===== src/rtl/bpd_pkg.sv =====
// shared types, constants and code point helpers for the byte-level piece decoder
`timescale 1ns / 1ps
`default_nettype none

package bpd_pkg;

  // queue between front and back
  localparam int unsigned QDepth = 2;
  localparam int unsigned QPtrW  = (QDepth > 1) ? $clog2(QDepth) : 1;
  localparam int unsigned QCntW  = $clog2(QDepth + 1);

  // results one input byte can cause at most
  localparam int unsigned MaxRes = 3;

  // utf-8 lead classes
  localparam logic [7:0] MaskLead2 = 8'he0;
  localparam logic [7:0] CodeLead2 = 8'hc0;
  localparam logic [7:0] MaskLead3 = 8'hf0;
  localparam logic [7:0] CodeLead3 = 8'he0;
  localparam logic [7:0] MaskLead4 = 8'hf8;
  localparam logic [7:0] CodeLead4 = 8'hf0;

  // byte-level table bounds
  localparam logic [7:0] PrintLo   = 8'd33;
  localparam logic [7:0] PrintHi   = 8'd126;
  localparam logic [7:0] LatinLo   = 8'd161;
  localparam logic [7:0] LatinHi   = 8'd172;
  localparam logic [7:0] LatinLo2  = 8'd174;
  localparam logic [7:0] ExclLast1 = 8'd32;
  localparam logic [7:0] ExclLast2 = 8'd66;
  localparam logic [7:0] ExclLast3 = 8'd67;
  localparam logic [7:0] ExclOfs2  = 8'd94;
  localparam logic [7:0] SoftHyph  = 8'd173;

  typedef struct packed {
    logic       ok;
    logic [7:0] value;
  } bpd_map_t;

  typedef struct packed {
    logic [MaxRes-1:0][7:0] bytes;
    logic [1:0]             nres;      // results in this entry, 1..3
    logic                   has_byte;  // 0 only for the empty end marker
    logic                   done;      // entry closes a piece
  } bpd_entry_t;

  // continuation bytes a lead calls for, 0 for a byte standing on its own
  function automatic logic [1:0] extra_bytes(input logic [7:0] c);
    logic [1:0] k;
    k = 2'd0;
    if (!c[7]) k = 2'd0;
    else if ((c & MaskLead2) == CodeLead2) k = 2'd1;
    else if ((c & MaskLead3) == CodeLead3) k = 2'd2;
    else if ((c & MaskLead4) == CodeLead4) k = 2'd3;
    return k;
  endfunction

  // code point back to raw byte
  function automatic bpd_map_t map_cp(input logic [20:0] cp);
    bpd_map_t   r;
    logic [7:0] lo;
    lo      = cp[7:0];
    r.ok    = 1'b0;
    r.value = 8'd0;
    if (cp[20:8] == 13'd0) begin
      r.value = lo;
      r.ok    = (lo >= PrintLo && lo <= PrintHi) || (lo >= LatinLo && lo <= LatinHi) ||
                (lo >= LatinLo2);
    end else if (cp[20:9] == 12'd0 && lo <= ExclLast3) begin
      r.ok = 1'b1;
      if (lo <= ExclLast1) r.value = lo;
      else if (lo <= ExclLast2) r.value = lo + ExclOfs2;
      else r.value = SoftHyph;
    end
    return r;
  endfunction

endpackage

`default_nettype wire


===== src/rtl/bpd_if.sv =====
// valid/ready channel interfaces for piece bytes in and raw bytes out
`timescale 1ns / 1ps
`default_nettype none

interface bpd_in_if;
  logic       valid;
  logic       ready;
  logic [7:0] in_byte;
  logic       piece_last;

  modport source (output valid, output in_byte, output piece_last, input ready);
  modport sink (input valid, input in_byte, input piece_last, output ready);
endinterface

interface bpd_out_if;
  logic       valid;
  logic       ready;
  logic [7:0] out_byte;
  logic       byte_valid;
  logic       piece_done;

  modport source (output valid, output out_byte, output byte_valid, output piece_done,
                  input ready);
  modport sink (input valid, input out_byte, input byte_valid, input piece_done,
                output ready);
endinterface

`default_nettype wire


===== src/rtl/bpd_front.sv =====
// front: utf-8 sequence tracking, code point mapping and result packing
`timescale 1ns / 1ps
`default_nettype none

module bpd_front (
  input  logic                clk_i,
  input  logic                rst_ni,
  input  logic                in_valid_i,
  input  logic [7:0]          in_byte_i,
  input  logic                piece_last_i,
  output logic                in_ready_o,
  input  logic                q_full_i,
  output logic                push_o,
  output bpd_pkg::bpd_entry_t entry_o
);
  import bpd_pkg::*;

  logic [1:0]      need_q, need_d;
  logic [1:0]      held_q, held_d;
  logic [7:0]      lead_q, lead_d;
  logic [1:0][7:0] cont_q, cont_d;

  logic       fire;
  logic [1:0] k_in;
  logic [20:0] cp_done;
  bpd_map_t   slot [MaxRes];
  logic [MaxRes-1:0][7:0] packed_bytes;
  logic [1:0] n_res;

  assign in_ready_o = !q_full_i;
  assign fire       = in_valid_i && !q_full_i;
  assign k_in       = extra_bytes(in_byte_i);

  // code point completed by this byte, k = held + 1
  always_comb begin
    unique case (held_q)
      2'd0:    cp_done = {10'd0, lead_q[4:0], in_byte_i[5:0]};
      2'd1:    cp_done = {5'd0, lead_q[3:0], cont_q[0][5:0], in_byte_i[5:0]};
      default: cp_done = {lead_q[2:0], cont_q[0][5:0], cont_q[1][5:0], in_byte_i[5:0]};
    endcase
  end

  always_comb begin
    need_d = need_q;
    held_d = held_q;
    lead_d = lead_q;
    cont_d = cont_q;
    for (int i = 0; i < MaxRes; i++) slot[i] = '0;

    if (need_q == 2'd0) begin
      if (k_in == 2'd0) begin
        slot[0] = map_cp({13'd0, in_byte_i});
      end else begin
        lead_d = in_byte_i;
        need_d = k_in;
        held_d = 2'd0;
      end
    end else if (held_q == 2'd2 || ({1'b0, held_q} + 3'd1) >= {1'b0, need_q}) begin
      slot[0] = map_cp(cp_done);
      need_d  = 2'd0;
      held_d  = 2'd0;
    end else begin
      cont_d[held_q[0]] = in_byte_i;
      held_d            = held_q + 2'd1;
    end

    if (piece_last_i) begin
      // cut-off sequence: lead stands raw, the rest is decoded afresh
      if (need_d != 2'd0) begin
        slot[0] = map_cp({13'd0, lead_d});
        if (held_d != 2'd0) begin
          if (held_d == 2'd2 && extra_bytes(cont_d[0]) == 2'd1) begin
            slot[1] = map_cp({10'd0, cont_d[0][4:0], cont_d[1][5:0]});
          end else begin
            slot[1] = map_cp({13'd0, cont_d[0]});
            if (held_d == 2'd2) slot[2] = map_cp({13'd0, cont_d[1]});
          end
        end
      end
      need_d = 2'd0;
      held_d = 2'd0;
    end
  end

  // squeeze out unmapped slots
  always_comb begin
    n_res        = 2'd0;
    packed_bytes = '0;
    for (int i = 0; i < MaxRes; i++) begin
      if (slot[i].ok) begin
        packed_bytes[n_res] = slot[i].value;
        n_res               = n_res + 2'd1;
      end
    end
  end

  always_comb begin
    entry_o.bytes    = packed_bytes;
    entry_o.has_byte = (n_res != 2'd0);
    entry_o.nres     = (n_res != 2'd0) ? n_res : 2'd1;
    entry_o.done     = piece_last_i;
  end

  assign push_o = fire && ((n_res != 2'd0) || piece_last_i);

  always_ff @(posedge clk_i or negedge rst_ni) begin
    if (!rst_ni) begin
      need_q <= 2'd0;
      held_q <= 2'd0;
    end else if (fire) begin
      need_q <= need_d;
      held_q <= held_d;
    end
  end

  always_ff @(posedge clk_i) begin
    if (fire) begin
      lead_q <= lead_d;
      cont_q <= cont_d;
    end
  end

endmodule

`default_nettype wire


===== src/rtl/bpd_queue.sv =====
// short entry queue between front and back
`timescale 1ns / 1ps
`default_nettype none

module bpd_queue (
  input  logic                clk_i,
  input  logic                rst_ni,
  input  logic                push_i,
  input  bpd_pkg::bpd_entry_t entry_i,
  input  logic                pop_i,
  output logic                full_o,
  output logic                empty_o,
  output bpd_pkg::bpd_entry_t head_o
);
  import bpd_pkg::*;

  bpd_entry_t       mem_q [QDepth];
  logic [QPtrW-1:0] wr_ptr_q, rd_ptr_q;
  logic [QCntW-1:0] cnt_q;
  logic             do_push, do_pop;

  assign full_o  = (cnt_q == QCntW'(QDepth));
  assign empty_o = (cnt_q == '0);
  assign head_o  = mem_q[rd_ptr_q];
  assign do_push = push_i && !full_o;
  assign do_pop  = pop_i && !empty_o;

  always_ff @(posedge clk_i or negedge rst_ni) begin
    if (!rst_ni) begin
      wr_ptr_q <= '0;
      rd_ptr_q <= '0;
      cnt_q    <= '0;
    end else begin
      if (do_push) begin
        wr_ptr_q <= (wr_ptr_q == QPtrW'(QDepth - 1)) ? '0 : wr_ptr_q + QPtrW'(1);
      end
      if (do_pop) begin
        rd_ptr_q <= (rd_ptr_q == QPtrW'(QDepth - 1)) ? '0 : rd_ptr_q + QPtrW'(1);
      end
      if (do_push && !do_pop) cnt_q <= cnt_q + QCntW'(1);
      else if (do_pop && !do_push) cnt_q <= cnt_q - QCntW'(1);
    end
  end

  always_ff @(posedge clk_i) begin
    if (do_push) mem_q[wr_ptr_q] <= entry_i;
  end

endmodule

`default_nettype wire


===== src/rtl/bpd_back.sv =====
// back: walks each queued entry out as single result transactions
`timescale 1ns / 1ps
`default_nettype none

module bpd_back (
  input  logic                clk_i,
  input  logic                rst_ni,
  input  logic                empty_i,
  input  bpd_pkg::bpd_entry_t head_i,
  output logic                pop_o,
  output logic                out_valid_o,
  input  logic                out_ready_i,
  output logic [7:0]          out_byte_o,
  output logic                byte_valid_o,
  output logic                piece_done_o
);
  import bpd_pkg::*;

  logic [1:0] idx_q;
  logic       fire;
  logic       at_end;

  assign at_end       = (idx_q == head_i.nres - 2'd1);
  assign out_valid_o  = !empty_i;
  assign fire         = out_valid_o && out_ready_i;
  assign pop_o        = fire && at_end;
  assign out_byte_o   = head_i.bytes[idx_q];
  assign byte_valid_o = head_i.has_byte;
  assign piece_done_o = head_i.done && at_end;

  always_ff @(posedge clk_i or negedge rst_ni) begin
    if (!rst_ni) begin
      idx_q <= 2'd0;
    end else if (fire) begin
      idx_q <= at_end ? 2'd0 : idx_q + 2'd1;
    end
  end

endmodule

`default_nettype wire


===== src/rtl/byte_level_bpe_piece_decoder.sv =====
// top level of the byte-level bpe piece decoder
// the results of a byte are registered in the queue before the back offers them
// throughput: one byte per cycle unless the queue is full; n results make n transactions
// the two-entry queue lets input run on while a result waits on the output side
// reset: rst_ni asynchronous active low, clears sequence state, queue and output walk
`timescale 1ns / 1ps
`default_nettype none

module byte_level_bpe_piece_decoder (
  input  logic             clk_i,
  input  logic             rst_ni,
  bpd_in_if.sink           piece_i,
  bpd_out_if.source        byte_o
);
  import bpd_pkg::*;

  // front to queue
  logic       push;
  bpd_entry_t push_entry;
  // queue status and head for the back
  logic       q_full;
  logic       q_empty;
  bpd_entry_t head;
  logic       pop;

  // front decodes one byte per transaction and packs up to three results into an entry
  bpd_front u_front (
    .clk_i        (clk_i),
    .rst_ni       (rst_ni),
    .in_valid_i   (piece_i.valid),
    .in_byte_i    (piece_i.in_byte),
    .piece_last_i (piece_i.piece_last),
    .in_ready_o   (piece_i.ready),
    .q_full_i     (q_full),
    .push_o       (push),
    .entry_o      (push_entry)
  );

  // decouples the two sides, ready to the input comes from the queue fill only
  bpd_queue u_queue (
    .clk_i   (clk_i),
    .rst_ni  (rst_ni),
    .push_i  (push),
    .entry_i (push_entry),
    .pop_i   (pop),
    .full_o  (q_full),
    .empty_o (q_empty),
    .head_o  (head)
  );

  // back hands results out one transaction at a time, popping after the last
  bpd_back u_back (
    .clk_i        (clk_i),
    .rst_ni       (rst_ni),
    .empty_i      (q_empty),
    .head_i       (head),
    .pop_o        (pop),
    .out_valid_o  (byte_o.valid),
    .out_ready_i  (byte_o.ready),
    .out_byte_o   (byte_o.out_byte),
    .byte_valid_o (byte_o.byte_valid),
    .piece_done_o (byte_o.piece_done)
  );

endmodule

`default_nettype wire


===== src/flat_wrapper.sv =====
// flat-port wrapper written by rule: the top's interface ports become plain ports
module byte_level_bpe_piece_decoder_flat import bpd_pkg::*;
  (clk_i, rst_ni, piece_i_valid, piece_i_in_byte, piece_i_piece_last, piece_i_ready, byte_o_valid, byte_o_out_byte, byte_o_byte_valid, byte_o_piece_done, byte_o_ready);
  bpd_in_if piece_i_i ();
  bpd_out_if byte_o_i ();
  input  logic clk_i;
  input  logic rst_ni;
  input wire logic [$bits(piece_i_i.valid)-1:0] piece_i_valid;
  input wire logic [$bits(piece_i_i.in_byte)-1:0] piece_i_in_byte;
  input wire logic [$bits(piece_i_i.piece_last)-1:0] piece_i_piece_last;
  output wire logic [$bits(piece_i_i.ready)-1:0] piece_i_ready;
  output wire logic [$bits(byte_o_i.valid)-1:0] byte_o_valid;
  output wire logic [$bits(byte_o_i.out_byte)-1:0] byte_o_out_byte;
  output wire logic [$bits(byte_o_i.byte_valid)-1:0] byte_o_byte_valid;
  output wire logic [$bits(byte_o_i.piece_done)-1:0] byte_o_piece_done;
  input wire logic [$bits(byte_o_i.ready)-1:0] byte_o_ready;
  assign piece_i_i.valid = piece_i_valid;
  assign piece_i_i.in_byte = piece_i_in_byte;
  assign piece_i_i.piece_last = piece_i_piece_last;
  assign piece_i_ready = piece_i_i.ready;
  assign byte_o_valid = byte_o_i.valid;
  assign byte_o_out_byte = byte_o_i.out_byte;
  assign byte_o_byte_valid = byte_o_i.byte_valid;
  assign byte_o_piece_done = byte_o_i.piece_done;
  assign byte_o_i.ready = byte_o_ready;
  byte_level_bpe_piece_decoder u_core (.clk_i(clk_i), .rst_ni(rst_ni), .piece_i(piece_i_i), .byte_o(byte_o_i));
endmodule

===== config.mk =====
export PLATFORM = sky130hd
export DESIGN_NAME = byte_level_bpe_piece_decoder_flat
export DESIGN_NICKNAME = d
export VERILOG_FILES = /design/src/rtl/bpd_pkg.sv /design/src/rtl/bpd_if.sv /design/src/rtl/bpd_front.sv /design/src/rtl/bpd_queue.sv /design/src/rtl/bpd_back.sv /design/src/rtl/byte_level_bpe_piece_decoder.sv /design/src/flat_wrapper.sv
export SDC_FILE = /design/constraint.sdc
export NUM_CORES = 1
export LEC_CHECK = 0
export ABC_AREA = 1
export BUFFER_PORTS_ARGS = -buffer_cell sky130_fd_sc_hd__buf_2
export CORE_MARGIN = 8
export CORE_UTILIZATION = 25
export DETAILED_ROUTE_END_ITERATION = 8
export GPL_TIMING_DRIVEN = 1
export SLEW_MARGIN = 30
export SYNTH_ARGS = -nofsm -noshare
export SYNTH_HDL_FRONTEND = slang
export SYNTH_SLANG_ARGS = --single-unit
export TNS_END_PERCENT = 30

===== constraint.sdc =====
create_clock -name clk_i -period 5 [get_ports clk_i]
set_input_delay 1.25 -clock clk_i [delete_from_list [all_inputs] [get_ports clk_i]]
set_output_delay 1.25 -clock clk_i [all_outputs]
set_load 0.1 [all_outputs]

### Word level (Yosys, flattened, before mapping)

Memory sizes are Yosys's and may differ from the RTL's.
Index checks and enable logic that the tools add are counted.

| word-level totals | value |
|---|---|
| register bits | 34 |
| bits in writable memories | 56 |
| input port bits | 13 |
| output and inout bits | 12 |
| word-level logic and storage cells | 201 |
| memories | 1 |

Memories:

| name | depth | width | rd ports | clocked after memory_dff | wr ports | RTL line | source |
|---|---|---|---|---|---|---|---|
| u_core.u_queue.mem_q | 2 | 28 | 1 | 0 | 1 | bpd_queue.sv:17 | `bpd_entry_t mem_q [QDepth];` |

| cells by class | value |
|---|---|
| add/sub/neg operators | 12 |
| magnitude comparators | 44 |
| equality and inequality tests | 12 |
| multiplexer cells | 66 |
| reductions and logical operators | 57 |

Operators with widths:

| kind | count |
|---|---|
| $ge 8x8->1 const B | 12 |
| $mux 9 | 10 |
| $mux 8 | 11 |
| $le 8x7->1 const B | 10 |
| $mux 27 | 2 |
| $mux 2 | 25 |
| $bwmux 24 | 2 |
| $ge 8x6->1 const B | 6 |
| $le 8x8->1 const B | 6 |
| $mux 24 | 2 |
| $pmux 21 s2 | 1 |
| $demux 8 s2 | 2 |
| $mux 16 | 2 |
| $logic_and 1x1->1 | 27 |
| $mux 18 | 1 |
| $add 8x7->8 const B | 2 |
| $bmux 8 s2 | 1 |
| $bwmux 16 | 1 |
| $le 8x6->1 const B | 2 |
| $logic_or 1x1->1 | 14 |
| $logic_not 13->1 | 1 |
| $logic_not 12->1 | 1 |
| $add 2x1->2 const B | 5 |
| $eq 5x5->1 const B | 2 |
| other kinds (19) | 43 |

### Longest topological paths before layout

Gate-level depths: netlist (run 1).

| depth | value |
|---|---|
| depth in word-level cells | 34 |
| gate-level depth with buffers | 24 |
| mapped depth without buffers | 23 |

### Hierarchy

Synthesis (run 1) repeated with hierarchy kept, for this count alone.

| second synthesis, totals | value |
|---|---|
| cells, all modules | 930 |
| area total of the unflattened synthesis | 6764.0 µm² |

By module, submodules not included:

| module | times used | cells each | area an instance (µm²) | sequential area each (µm²) |
|---|---|---|---|---|
| bpd_front | 1 | 685 | 4092.7 | 820.8 |
| bpd_queue | 1 | 178 | 2278.4 | 1781.7 |
| bpd_back | 1 | 67 | 392.9 | 50.0 |

### Least setup slack after synthesis (run 1)

No wires, ideal clock.

| path | value |
|---|---|
| path type | input to register |
| start | input port piece_i_valid |
| end | memory u_core.u_queue.mem_q[1][0] (netlist bit) (enable) |
| setup time | 0.415 ns |
| arrival time | 4.255 ns |
| required time | 4.585 ns |
| slack | 0.331 ns |
| cell stages on the path | 3 |
| buffers on the path | 0 |
| cells stage by stage | a21boi_1 > nand2_1 > nor2_1 |

| between the ends | value |
|---|---|
| cells in the longest elaborated chain, start to end | 5 |

Ends and longest elaborated chain:

| item | RTL line | source |
|---|---|---|
| from (decl) | flat_wrapper.sv:8 | `input wire logic [$bits(piece_i_i.valid)-1:0] piece_i_valid;` |
| $logic_and 1x1->1 | bpd_front.sv:31 | `assign fire = in_valid_i && !q_full_i;` |
| $logic_and 1x1->1 | bpd_front.sv:104 | `assign push_o = fire && ((n_res != 2'd0) \|\| piece_last_i);` |
| $logic_and 1x1->1 | bpd_queue.sv:25 | `assign do_push = push_i && !full_o;` |
| $mux 1 | bpd_queue.sv:46 | `if (do_push) mem_q[wr_ptr_q] <= entry_i;` |
| $mux 1 (implied by the code) | bpd_queue.sv:46 |  |
| to (decl) | bpd_queue.sv:17 |  |

No other way between the ends.

==> impl_metrics.toml, run 1 <==
[power]
comb_power_share = 0.580
switching_share = 0.546
power_frac_clock = 0.154
vdd_ir_drop_max_mv = 0.525
p_int_uw = 2000
p_seq_frac = 0.265
p_total_uw = 4420
power-per-cell-area_nw_per_um2 = 617
p_leak_uw = 0.00297
switchingPower_uw = 2410

[worst_hold_path]
min_from = "u_core.u_queue.cnt_q[0]"
min_to = "u_core.u_queue.cnt_q[0]"
whs_path_depth = 1
holdCritPathClass = "reg -> reg"

[yosys]
async_flop_share = 0.111
synth_common_cells = "nand2_1 (213), nor2_1 (141), edfxtp_1 (80)"
yosysWarnings = 0
yosysMostFrequentCell = "nand2_1"
yosysUniqueCellTypes = 51
ys_ff_latch = 90
synthFlopType = "edfxtp_1"
syn_area_per_cell_sq_um = 7.79
synth_top_area_share = 0.376
synthCells = 820
syn-num-nets = 849
ys_seq_area_frac = 0.415
netlist_area_sq_um = 6390
synth_area_leaders = "edfxtp_1 (38%), nand2_1 (13%), nor2_1 (8.3%), o21ai_0 (4.0%), dfrtp_1 (3.9%)"
yosysTopAreaCell = "edfxtp_1"
synth_edf_count = 80

[clock_tree]
clkSinkCount = 90
cts_root_buf = "clkbuf_16"
cts_buffers = 9
cts-hold-fix-buffers = 0
ctsResizeCount = 0
cts_tree = "yes"
clk_pin_slew_ns = 0.07
clockBufferDepth = 2
clk_latency_ns = 0.36
cts_setup_buffers = 0
htreeDepth = 3

[timing]
hold_violations = 0
drv_slew = 0
fmax_mhz = 236
max_slew_margin = 0.575
finalSetupTns_ns = 0
rsz0062_at_grt = "no"
period_share = 0.846
finalSetupViolCount = 0
skew_ns = 0.0133
worst_slew_pin_slew_ns = 0.638
final.min_clock_period_ns = 4.23

[global_route]
grt_usage = 0.121
grt_pass1_wl_microns = 29600
overflow = 0
first_global_vias = 5354
antenna_found_initial = 0
grt_max_degree = 33

[drt]
wl_met3_microns = 942
vias = 5579
routed.top_layer = "met4"
antenna_left = 0
wirelength_microns = 18400
post-route-drc-count = 0
wl_met2_microns = 8270
drt_iter0_drc = 477
wl_per_cell_microns = 15.6
first_pass_iters = 6
met1_length_microns = 8870
vias_per_cell = 4.74

[setup_path]
reg2reg_to = "u_core.u_queue.mem_q[0][1]"
critical_path_class = "reg -> reg"
worst_path_most_repeated_cell = "nand2_1"
crit_chain = "fa_1 > inv_1 > nor2_2 > nand2_4 > nand3_4 > nand2_1 > o21ai_1 > nor2_2 > nand2_1 > a21oi_1 > nand3_1 > nand2_1 > nand2_2 > nand2_1 > inv_1 > fa_1 > or2_2"
rrSetupSlack_ns = 0.77
path_buf_inv = 2
path_delay_family = "simple AND/OR/NAND/NOR gates"
cp_max_fo = 17
required_ns = 5.10
worstSetupStartpointType = "flip-flop"
crit_slowest_cell = "dfrtp_1"
worst_ep_arrival_time_ns = 4.33
end_kind = "flip-flop"
ff2ff_path_depth = 17
r2r_start = "u_core.u_front.held_q[0]"
critical_path.max_stage_delay_ns = 0.55

[floorplanning]
rows = 58
die-area_sq_um = 30900
core_area_sq_um = 25100
die_y_microns = 176
die-width_microns = 176
ios = 25
initial_core_util = 0.255

[placement]
gp_congestion = 0.905
dp_hpwl_microns = 13800
place_area_sq_um = 6860
io_buffer_count = 24

[cells_and_area]
syn_to_final_growth_pct = 12.0
layout.nets = 871
antenna_cells = 0
post-route-cell-area_sq_um = 7160
drive_gt1_frac = 0.157

[outcome]
outcome = "completed"

[run]
cap_violations = 0
power groups by stage:
stage	combinational, uW	clock, uW	sequential, uW
2_1_floorplan	2000	0	1140
3_3_place_gp	2560	0	1180
3_5_place_dp	2570	0	1180
4_1_cts	2570	698	1170
5_1_grt	2820	726	1190
6_report	2560	682	1170
layout by cell type, fill, tap and decap left out, types with 10 or more instances in the layout:
cell / instances
nand3_1: 46
a21oi_1: 15
nand2_1: 213
dfrtp_1: 10
o21ai_0: 51
inv_2: 11
ha_1: 14
inv_1: 65
o21ai_1: 24
edfxtp_1: 80
nor2_1: 139
nand4_1: 18
nand2_2: 20
buf_2: 24
worst max path at each step:
| stage | start | endpoint | cells after the start |
|---|---|---|---|
| floorplan | piece_i_valid | u_core.u_queue.mem_q[1][0] | 3 |
| global placement | piece_i_in_byte[3] | u_core.u_queue.mem_q[0][1] | 13 |
| detailed placement | piece_i_in_byte[3] | u_core.u_queue.mem_q[0][1] | 13 |
| CTS | u_core.u_front.held_q[0] | u_core.u_queue.mem_q[1][17] | 20 |
| global route | u_core.u_front.held_q[0] | u_core.u_queue.mem_q[1][17] | 20 |
| finish | u_core.u_front.held_q[0] | u_core.u_queue.mem_q[0][1] | 17 |
registers in the layout, indices dropped and copies added, names as in the netlist:
| register | count |
|---|---|
| u_core.u_front.need_q | 2 |
| u_core.u_back.idx_q | 2 |
| u_core.u_queue.mem_q | 56 |
| u_core.u_queue.wr_ptr_q | 1 |
| u_core.u_queue.cnt_q | 2 |
| u_core.u_front.held_q | 2 |
| u_core.u_queue.rd_ptr_q | 1 |
| u_core.u_front.cont_q | 16 |
| u_core.u_front.lead_q | 8 |
kinds of logic after synthesis:
family	Yosys count	share of synthesized area
simple gates	482	0.353
mux	1	0.00157
compound gates	124	0.118
flops	90	0.415
buf+inv	101	0.0701
fa+ha+maj	16	0.0337
xor+xnor	6	0.00822
through the flow:
stage | std cells | worst slack, ns | util | hold WS, ns
after floorplan | 820 | 0.331 | - | 0.446
after global placement | 1161 | 0.783 | 0.273 | 0.462
after detailed placement | 1161 | 0.752 | 0.273 | 0.464
after CTS | 1177 | 0.801 | 0.285 | 0.477
after global routing | 1177 | 0.398 | 0.285 | 0.509
final | 1177 | 0.769 | 0.285 | 0.477
per-layer routing:
metal | up-vias | global-route usage
li1 | 2788 | -
met1 | 2614 | 0.167
met2 | 157 | 0.188
met3 | 20 | 0.0223
met4 | 0 | 0.0339
met5 | - | 0
layout make-up:
class                           instances  area, sq um
Multi-Input combinational cell        629         3310
Clock buffer                            9          225
Timing Repair Buffer                   30          165
Clock inverter                          7         78.8
Sequential cell                        90         2650
Inverter                               82          318
Fill cell                            2768        17900
Tap cell                              330          413
Power figures use the tool's default switching activity.
==> run 2, diff against run 1 <==
Clock period 5 ns to 3.45 ns, I/O delays scaled along.
==> run 2 against run 1 <==
Compared with the run above:
- register-to-register slack lost 0.68 ns
- sequential cell count is the same
- routed wire length grew 6.6%
- cell count grew 12%
- sequential power grew 44%
- first-iteration DRC count grew 0.84%
- final area grew 19%
- global-route usage grew 0.49 points
- fmax grew 26%
- critical endpoint is now u_core.u_queue.mem_q[1][1]
- largest cell class unchanged
==> impl_metrics.toml, run 2 (synthesized netlist as in run 1, its figures left out) <==
[floorplanning]
die_y_microns = 176
rows = 58
ios = 25
die-width_microns = 176
core_area_sq_um = 25100
initial_core_util = 0.255
die-area_sq_um = 30900

[setup_path]
cp_max_fo = 6
critical_path_class = "reg -> reg"
worstSetupStartpointType = "flip-flop"
worst_ep_arrival_time_ns = 3.46
ff2ff_path_depth = 18
end_kind = "flip-flop"
r2r_start = "u_core.u_front.need_q[1]"
reg2reg_to = "u_core.u_queue.mem_q[1][1]"
rrSetupSlack_ns = 0.09
required_ns = 3.56

[global_route]
grt_max_degree = 32
grt_pass1_wl_microns = 30800
overflow = 0
first_global_vias = 5722
antenna_found_initial = 0
grt_usage = 0.125

[placement]
dp_cells = 1280
io_buffer_count = 24
place_area_sq_um = 7800
gp_congestion = 0.888
dp_hpwl_microns = 15200

[timing]
finalSetupViolCount = 0
period_share = 0.974
drv_slew = 0
worst_slew_pin_slew_ns = 0.535
hold_violations = 0
worst_hold_slack_ns = 0.376
skew_ns = 0.0119
max_slew_margin = 0.642
final.min_clock_period_ns = 3.36
finalSetupTns_ns = 0
fmax_mhz = 298
rsz0062_at_grt = "yes"

[clock_tree]
cts_root_buf = "clkbuf_16"
htreeDepth = 3
cts-hold-fix-buffers = 0
cts_buffers = 9
clk_latency_ns = 0.35
clkSinkCount = 90
cts_tree = "yes"
clk_pin_slew_ns = 0.08
clockBufferDepth = 2

[power]
power-per-cell-area_nw_per_um2 = 858
p_leak_uw = 0.00368
p_total_uw = 7300
vdd_ir_drop_max_mv = 1.13

[cells_and_area]
stdcell_count = 1316
mostFrequentLayoutCell = "nand2_1"
regMostFlops = "u_core.u_queue.mem_q"
syn_to_final_growth_pct = 33.1
multi_input_area_sq_um = 3560
drive_gt1_frac = 0.326
largest_reg_flops = 56
fill_cells = 2645
layout.nets = 1010
top_regs = "u_core.u_queue.mem_q (56), u_core.u_front.cont_q (16), u_core.u_front.lead_q (8)"
regArea_sq_um = 2650
antenna_cells = 0
final_cell_mix = "nand2_1 (203), buf_4 (137), nor2_1 (124)"
post-route-cell-area_sq_um = 8500

[drt]
vias = 6069
drt_iter0_drc = 481
first_pass_iters = 5
wirelength_microns = 19600
wl_per_cell_microns = 14.9
vias_per_cell = 4.61
post-route-drc-count = 0
antenna_left = 0

[outcome]
outcome = "completed"

[worst_hold_path]
holdCritPathClass = "in -> async"

[run]
cap_violations = 0
[run 2: cell count changes in the layout (fill, tap and decap cells not counted), moves of 6 or more]
cell,change
o21ai_1,-8
nand2_1,-10
buf_4,+131
nor2_1,-15
nor2_2,+11
nand2_4,+6
o21ai_2,+10
[run 2: stage by stage]
step	worst slack [ns]	utilization
finish	0.0904	0.339
floorplan	-0.521	-
global placement	-0.0219	0.311
CTS	0.00712	0.324
detailed placement	-0.0577	0.311
global route	-0.0843	0.339
[run 2: routing by layer]
metal,part of all wire,vias up,global-route usage
met2,0.46,143,0.200
met3,0.045,22,0.0206
met5,0,-,0
met1,0.48,2839,0.172
met4,0.016,0,0.0357
li1,-,3065,-
[run 2: worst max-delay path, cell delays in order (launching register included)]
cell and delay [ns]:
dfrtp_1 0.36, inv_2 0.05, fa_2 0.56, inv_2 0.04, nor2_4 0.09, nand2_4 0.09, buf_6 0.15, nand3_4 0.10
buf_4 0.13, buf_4 0.14, nand2_1 0.09, o21ai_4 0.11, a31oi_1 0.12, nor2_1 0.14, nand2_2 0.10, nand2_4 0.09
inv_6 0.03, fa_1 0.46, or2_4 0.24
[run 2: power breakdown]
part | total (uW) | internal, uW | switching [uW] | leakage, uW
Sequential | 1690 | 1550 | 145 | 0.000877
Combinational | 4610 | 1510 | 3090 | 0.00265
Clock | 1010 | 519 | 486 | 0.000149
[run 2: worst max-delay path by stage]
stage	to	slack, ns	start
after floorplan	byte_o_out_byte[1]	-0.52	u_core.u_queue.rd_ptr_q
after global placement	u_core.u_queue.mem_q[1][13]	-0.02	u_core.u_front.need_q[1]
after detailed placement	u_core.u_queue.mem_q[0][13]	-0.06	u_core.u_front.need_q[1]
after CTS	u_core.u_queue.mem_q[0][10]	0.007	u_core.u_front.need_q[1]
after global routing	u_core.u_queue.mem_q[1][1]	-0.08	u_core.u_front.need_q[1]
final	u_core.u_queue.mem_q[1][1]	0.09	u_core.u_front.need_q[1]
[run 2: area by class of cell]
type                            count  area share
Clock inverter                      7     0.00897
Timing Repair Buffer              167       0.148
Multi-Input combinational cell    631       0.419
Clock buffer                        9      0.0265
Inverter                           82      0.0377
Sequential cell                    90       0.312
Tap cell                          330      0.0486
[run 2: repair_timing]
item | 4_1_cts | 5_1_grt
gates cloned | 1 | 1
setup endpoints to repair | 18 | 107
gates resized for setup | 7 | 65
setup buffers | 1 | 17
hold endpoints to repair | 0 | 0
pin swaps | 3 | 27
